File: src/rtl/pcc_pkg.sv
// ----------------------------------------------------------------------------
// pcc_pkg
// Shared types, constants and the rotation descriptor table for the
// polycube child canonicalizer.
// ----------------------------------------------------------------------------
package pcc_pkg;

    localparam int MAP_BITS = 256;
    localparam int CELL_AW  = 8;
    localparam int CNT_W    = 9;
    localparam int CRD_W    = 5;
    localparam int LEN_W    = 6;
    localparam int ROTS     = 24;
    localparam int ROT_W    = 5;
    localparam int CELL_W   = 3 * CRD_W;
    localparam int DIMS_W   = 3 * CRD_W;
    localparam int DATA_W   = 272;

    typedef logic [0:5][2:0] t_desc;

    typedef struct packed {
        logic              start;
        logic [LEN_W-1:0]  len_x;
        logic [LEN_W-1:0]  len_y;
        logic [LEN_W-1:0]  len_z;
        logic [2:0]        sh;
        logic [CELL_W-1:0] nc;
        logic [CNT_W-1:0]  cnt;
    } t_rot_req;

    typedef struct packed {
        logic                done;
        logic [MAP_BITS-1:0] map;
        logic [DIMS_W-1:0]   dims;
    } t_rot_res;

    // Axis order of the box lengths, then the source of each rotated coordinate.
    function automatic t_desc rot_desc(input logic [ROT_W-1:0] j);
        t_desc d;
        case (j)
            5'd0:  d = {3'd0, 3'd1, 3'd2, 3'd0, 3'd1, 3'd2};
            5'd1:  d = {3'd0, 3'd1, 3'd2, 3'd0, 3'd4, 3'd5};
            5'd2:  d = {3'd0, 3'd1, 3'd2, 3'd3, 3'd1, 3'd5};
            5'd3:  d = {3'd0, 3'd1, 3'd2, 3'd3, 3'd4, 3'd2};
            5'd4:  d = {3'd1, 3'd0, 3'd2, 3'd4, 3'd0, 3'd2};
            5'd5:  d = {3'd1, 3'd0, 3'd2, 3'd1, 3'd3, 3'd2};
            5'd6:  d = {3'd2, 3'd1, 3'd0, 3'd5, 3'd1, 3'd0};
            5'd7:  d = {3'd2, 3'd0, 3'd1, 3'd5, 3'd0, 3'd4};
            5'd8:  d = {3'd2, 3'd1, 3'd0, 3'd5, 3'd4, 3'd3};
            5'd9:  d = {3'd2, 3'd0, 3'd1, 3'd5, 3'd3, 3'd1};
            5'd10: d = {3'd1, 3'd0, 3'd2, 3'd1, 3'd0, 3'd5};
            5'd11: d = {3'd1, 3'd0, 3'd2, 3'd4, 3'd3, 3'd5};
            5'd12: d = {3'd2, 3'd1, 3'd0, 3'd2, 3'd1, 3'd3};
            5'd13: d = {3'd2, 3'd0, 3'd1, 3'd2, 3'd0, 3'd1};
            5'd14: d = {3'd2, 3'd1, 3'd0, 3'd2, 3'd4, 3'd0};
            5'd15: d = {3'd2, 3'd0, 3'd1, 3'd2, 3'd3, 3'd4};
            5'd16: d = {3'd0, 3'd2, 3'd1, 3'd0, 3'd2, 3'd4};
            5'd17: d = {3'd1, 3'd2, 3'd0, 3'd4, 3'd2, 3'd3};
            5'd18: d = {3'd0, 3'd2, 3'd1, 3'd3, 3'd2, 3'd1};
            5'd19: d = {3'd1, 3'd2, 3'd0, 3'd1, 3'd2, 3'd0};
            5'd20: d = {3'd0, 3'd2, 3'd1, 3'd0, 3'd5, 3'd1};
            5'd21: d = {3'd1, 3'd2, 3'd0, 3'd4, 3'd5, 3'd0};
            5'd22: d = {3'd0, 3'd2, 3'd1, 3'd3, 3'd5, 3'd4};
            5'd23: d = {3'd1, 3'd2, 3'd0, 3'd1, 3'd5, 3'd3};
            default: d = {3'd0, 3'd1, 3'd2, 3'd0, 3'd1, 3'd2};
        endcase
        return d;
    endfunction

endpackage

File: src/rtl/pcc_rot.sv
// ----------------------------------------------------------------------------
// pcc_rot
// Rotation engine: builds each of the 24 rotated maps of one child from the
// cell list memory and keeps the largest.
// ----------------------------------------------------------------------------
module pcc_rot (
    input  logic                                i_clk,
    input  logic                                i_rst_n,
    input  pcc_pkg::t_rot_req                   i_req,
    output logic                                o_rd_en,
    output logic [pcc_pkg::CELL_AW-1:0]         o_rd_addr,
    input  logic [pcc_pkg::CELL_W-1:0]          i_rd_data,
    output pcc_pkg::t_rot_res                   o_res
);

    typedef enum logic [1:0] {S_IDLE, S_SETUP, S_RUN, S_CMP} t_state;

    localparam int LW = pcc_pkg::LEN_W;
    localparam int CW = pcc_pkg::CRD_W;
    localparam int MB = pcc_pkg::MAP_BITS;

    t_state                      r_st, n_st;
    logic [pcc_pkg::ROT_W-1:0]   r_j, n_j;
    pcc_pkg::t_rot_req           r_req, n_req;
    logic [LW-1:0]               r_d0, n_d0, r_d1, n_d1, r_d2, n_d2;
    logic [2*LW-2:0]             r_d01, n_d01;
    logic [2:0]                  r_e3, n_e3, r_e4, n_e4, r_e5, n_e5;
    logic [MB-1:0]               r_map, n_map;
    logic [pcc_pkg::CNT_W-1:0]   r_ci, n_ci;
    logic                        r_new_done, n_new_done;
    logic                        r_q_v, n_q_v;
    logic                        r_q_new, n_q_new;
    logic [MB-1:0]               r_bmap, n_bmap;
    logic [3*LW-1:0]             r_blen, n_blen;
    logic                        r_done, n_done;

    pcc_pkg::t_desc              desc;
    logic [LW-1:0]               lv [0:2];
    logic [CW-1:0]               c [0:2];
    logic [CW-1:0]               c6 [0:5];
    logic [2*LW-1:0]             d01_full;
    logic [16:0]                 k;
    logic [MB+3*LW-1:0]          cand, best;

    always_comb begin
        desc  = pcc_pkg::rot_desc(r_j);
        lv[0] = r_req.len_x;
        lv[1] = r_req.len_y;
        lv[2] = r_req.len_z;
        d01_full = (2*LW)'(lv[desc[0][1:0]]) * (2*LW)'(lv[desc[1][1:0]]);
        for (int i = 0; i < 3; i++) begin
            if (r_q_new) begin
                c[i] = r_req.nc[i*CW +: CW];
            end else begin
                c[i] = i_rd_data[i*CW +: CW] - CW'(1) + CW'(r_req.sh[i]);
            end
            c6[i]     = c[i];
            c6[i + 3] = CW'(lv[i] - LW'(1) - LW'(c[i]));
        end
        k = 17'(c6[r_e5]) * 17'(r_d01) + 17'(c6[r_e4]) * 17'(r_d0) + 17'(c6[r_e3]);
        cand = {r_map[63:0], r_map[127:64], r_map[191:128], r_map[255:192],
                r_d0, r_d1, r_d2};
        best = {r_bmap[63:0], r_bmap[127:64], r_bmap[191:128], r_bmap[255:192],
                r_blen};
    end

    always_comb begin
        n_st       = r_st;
        n_j        = r_j;
        n_req      = r_req;
        n_d0       = r_d0;
        n_d1       = r_d1;
        n_d2       = r_d2;
        n_d01      = r_d01;
        n_e3       = r_e3;
        n_e4       = r_e4;
        n_e5       = r_e5;
        n_map      = r_map;
        n_ci       = r_ci;
        n_new_done = r_new_done;
        n_q_v      = 1'b0;
        n_q_new    = 1'b0;
        n_bmap     = r_bmap;
        n_blen     = r_blen;
        n_done     = 1'b0;
        o_rd_en    = 1'b0;
        o_rd_addr  = r_ci[pcc_pkg::CELL_AW-1:0];
        case (r_st)
            S_IDLE: begin
                if (i_req.start) begin
                    n_req = i_req;
                    n_j   = '0;
                    n_st  = S_SETUP;
                end
            end
            S_SETUP: begin
                n_d0       = lv[desc[0][1:0]];
                n_d1       = lv[desc[1][1:0]];
                n_d2       = lv[desc[2][1:0]];
                n_d01      = d01_full[2*LW-2:0];
                n_e3       = desc[3];
                n_e4       = desc[4];
                n_e5       = desc[5];
                n_map      = '0;
                n_ci       = '0;
                n_new_done = 1'b0;
                n_st       = S_RUN;
            end
            S_RUN: begin
                if (r_ci < r_req.cnt) begin
                    o_rd_en = 1'b1;
                    n_ci    = r_ci + 1'b1;
                    n_q_v   = 1'b1;
                end else if (!r_new_done) begin
                    n_new_done = 1'b1;
                    n_q_v      = 1'b1;
                    n_q_new    = 1'b1;
                end else if (!r_q_v) begin
                    n_st = S_CMP;
                end
                if (r_q_v && k < 17'd256) begin
                    n_map[k[7:0]] = 1'b1;
                end
            end
            S_CMP: begin
                if (r_j == '0 || cand > best) begin
                    n_bmap = r_map;
                    n_blen = {r_d0, r_d1, r_d2};
                end
                if (r_j == pcc_pkg::ROT_W'(pcc_pkg::ROTS - 1)) begin
                    n_done = 1'b1;
                    n_st   = S_IDLE;
                end else begin
                    n_j  = r_j + 1'b1;
                    n_st = S_SETUP;
                end
            end
            default: n_st = S_IDLE;
        endcase
    end

    always_ff @(posedge i_clk) begin
        if (!i_rst_n) begin
            r_st    <= S_IDLE;
            r_q_v   <= 1'b0;
            r_done  <= 1'b0;
            r_j     <= '0;
        end else begin
            r_st    <= n_st;
            r_q_v   <= n_q_v;
            r_done  <= n_done;
            r_j     <= n_j;
        end
        r_req      <= n_req;
        r_d0       <= n_d0;
        r_d1       <= n_d1;
        r_d2       <= n_d2;
        r_d01      <= n_d01;
        r_e3       <= n_e3;
        r_e4       <= n_e4;
        r_e5       <= n_e5;
        r_map      <= n_map;
        r_ci       <= n_ci;
        r_new_done <= n_new_done;
        r_q_new    <= n_q_new;
        r_bmap     <= n_bmap;
        r_blen     <= n_blen;
    end

    assign o_res.done = r_done;
    assign o_res.map  = r_bmap;
    assign o_res.dims = {r_blen[CW-1:0], r_blen[LW +: CW], r_blen[2*LW +: CW]};

endmodule

File: config.mk
export PLATFORM = sky130hd
export DESIGN_NAME = pcc_rot
export DESIGN_NICKNAME = d
export VERILOG_FILES = /design/src/rtl/pcc_pkg.sv /design/src/rtl/pcc_rot.sv
export SDC_FILE = /design/constraint.sdc
export NUM_CORES = 2
export LEC_CHECK = 0
export BUFFER_PORTS_ARGS = -buffer_cell sky130_fd_sc_hd__buf_2
export CAP_MARGIN = 20
export CORE_UTILIZATION = 35
export CTS_BUF_LIST = sky130_fd_sc_hd__clkbuf_16
export CTS_CLUSTER_DIAMETER = 40
export DETAILED_ROUTE_END_ITERATION = 6
export GPL_TIMING_DRIVEN = 0
export PLACE_DENSITY = 0.62
export SYNTH_ARGS = -nofsm -noshare
export SYNTH_HDL_FRONTEND = slang
export SYNTH_SLANG_ARGS = --single-unit
File: constraint.sdc
create_clock -name i_clk -period 43 [get_ports i_clk]
set_input_delay 4.3 -clock i_clk [delete_from_list [all_inputs] [get_ports i_clk]]
set_output_delay 4.3 -clock i_clk [all_outputs]
set_load 0.02 [all_outputs]
==> out/qor.csv <==
metric,value,unit
setup_tns,0,ns
ys flop type,edfxtp_1,
gr ovfl total,0,
Total Routed Length,98800,microns
DP HPWL,76200,microns
total CTS buffers,105,
synth top area cells,"edfxtp_1 (52%), ha_1 (13%), inv_1 (4.6%)",
Avg Inst Size Synth,11.6,sq um
Area Growth Syn to Fin,22.6,%
Seq cells post-synth,648,
CTS H-Tree Depth,3,
"Net Count, Synth",3630,
Post-Syn Area,36000,sq um
GPL Wtd Cong,0.858,
Post-synth EDFFs,623,
DIE AREA,104000,sq um
Buf/Inv on CP,9,
"Setup Fix Bufs, Post-CTS",0,
most frequent CP cell,fa_1,
global-route usage over all layers,18.8,%
M1 GR Usage,23.7,%
crit path time final,13.14,ns
max_slew headroom,22.8,%
final period utilization,30.6,%
Max Cap Viol,0,
Crit path arrival time,13.56,ns
Via Count,25097,
Final nets,4124,
via/cell ratio,4.96,
final-report max-slew violation count,0,
"Distinct cells, synth",76,
initial drt markers,2028,
Synth top area share,52.0,%
met2 Use GR,31.2,%
worst slew pin tran,1.16,ns
first-pass GRT wire length,147000,microns
TritonRoute pass-1 iters,5,
# DRC,0,
IO Count,344,
RSZ-0062 raised after global routing,false,
Post-CTS Resized,0,
Util after Layout,43.3,%
global route hottest layer,met2,
fraction of registers with async set/reset,0,%
critical path's largest stage delay,0.70,ns
CP max FO,19,
"Hold Vio Cnt, Final",0,
Post-CTS Hold Buffers,0,
crit path kind,in -> reg,
Clock Skews,0.0767,ns
"CTS clk-pin slew, worst paths",0.05,ns
Die Width,323,microns
Ys Warns,0,
Root Buffer,clkbuf_16,
CTS tree,done,
CTS sink cnt,648,
Initial Utilization,35.3,%
Avg WL per Cell,19.5,microns
largest net degree at the start of global routing,38,
Worst Hold Class,reg -> reg,
layout cells sized above 1,17.3,%
"area leader, netlist",edfxtp_1,
CP Launch Type,input port,
IO buf count,343,
Placeable Area,102000,sq um
status,"finished, final reports clean",
Clock Tree Buf Depth,3,
"Slowest-stage cell, CP",o32ai_4,
worst hold slack,0.393,ns
initial antenna violation count,0,
clk_lat worst skew,0.72,ns
sequential fraction of the synthesis area,53.4,%
# setup viols final,0,
Syn Inst Count,3105,
WP data required,43.42,ns
Worst setup EP type,flop,
Final ANT Viol Nets,0,
"CP delay by family, top",adder cells,
Fmax,76.1,MHz
Cell Rows,117,
vias in the first global route,24528,
die height,323,microns
met3 Usage GRT,4.37,%
stage by stage:
stage	worst slack, ns	area, sq um	std cells
finish	29.86	44100	5063
global route	29.35	44100	5060
CTS	29.77	44100	5060
detailed placement	29.01	40300	4860
global placement	0.496	39400	4816
floorplan	12.02	36000	3105
flip-flops by register name, indices dropped and copies added (netlist names), 9 cells and up:
signal,cells
desc,15
r_d01,11
r_bmap,256
lv,18
r_ci,9
r_req,27
r_map,256
r_blen,18
cells in the mapped netlist, drive strengths merged, types with 25 or more instances:
| cell | instances |
|---|---|
| nand2 | 396 |
| ha | 382 |
| nand4 | 56 |
| dfxtp | 25 |
| clkbuf | 77 |
| edfxtp | 623 |
| o21ai | 268 |
| a22o | 65 |
| nand3 | 33 |
| a21oi | 143 |
| and2 | 56 |
| buf | 33 |
| nor2 | 97 |
| mux2i | 36 |
| inv | 439 |
| a21o | 37 |
| fa | 80 |
cell families (layout without fill, tap and decap cells):
group	Yosys count	count (layout)	synth area share, %
compound gates	613	613	10.3
simple gates	737	737	9.48
flops	648	648	53.4
other cells	0	3	0
fa+ha+maj	462	462	17.7
xor+xnor	44	44	1.22
mux	52	52	1.89
buf+inv	549	1136	6.01
cells in the final DEF, fill, tap and decap left out, types with 77 or more instances in the layout:
cell type / count
a21oi_1: 143
buf_2: 350
clkbuf_1: 77
clkbuf_16: 107
edfxtp_1: 623
fa_1: 80
ha_1: 381
inv_1: 441
nand2_1: 395
nor2_1: 94
o21ai_0: 253
final cells by class:
class | count | area (sq um)
inverter | 439 | 1650
sequential | 648 | 19200
multi-input combinational | 1908 | 14700
buffer | 110 | 514
clock buffer | 107 | 2680
tap | 1368 | 1710
antenna | 3 | 7.51
fill | 9582 | 57800
timing repair buffer | 387 | 2560
clock inverter | 93 | 1120
routing by layer:
layer | wire length [microns] | part of all wire (%)
met3 | 7040 | 7.1
met1 | 41300 | 42
met5 | 0 | 0
met4 | 3520 | 3.6
met2 | 47000 | 48
worst paths after layout:
check	to	start	depth (start not counted)	slack (ns)
max	r_map[206]$_SDFFCE_PN0P_	i_rd_data[0]	33	29.86
min	r_e5[2]$_DFFE_PP_	desc[2]$_DFF_P_	0	0.39
max reg2reg	r_map[206]$_SDFFCE_PN0P_	r_req[24]$_DFFE_PP_	32	33.28
min reg2reg	r_e5[2]$_DFFE_PP_	desc[2]$_DFF_P_	0	0.39
Power is left out: the tool's default activity adds up to more than one toggle a clock period on the data nets, which glitch-free logic cannot reach.
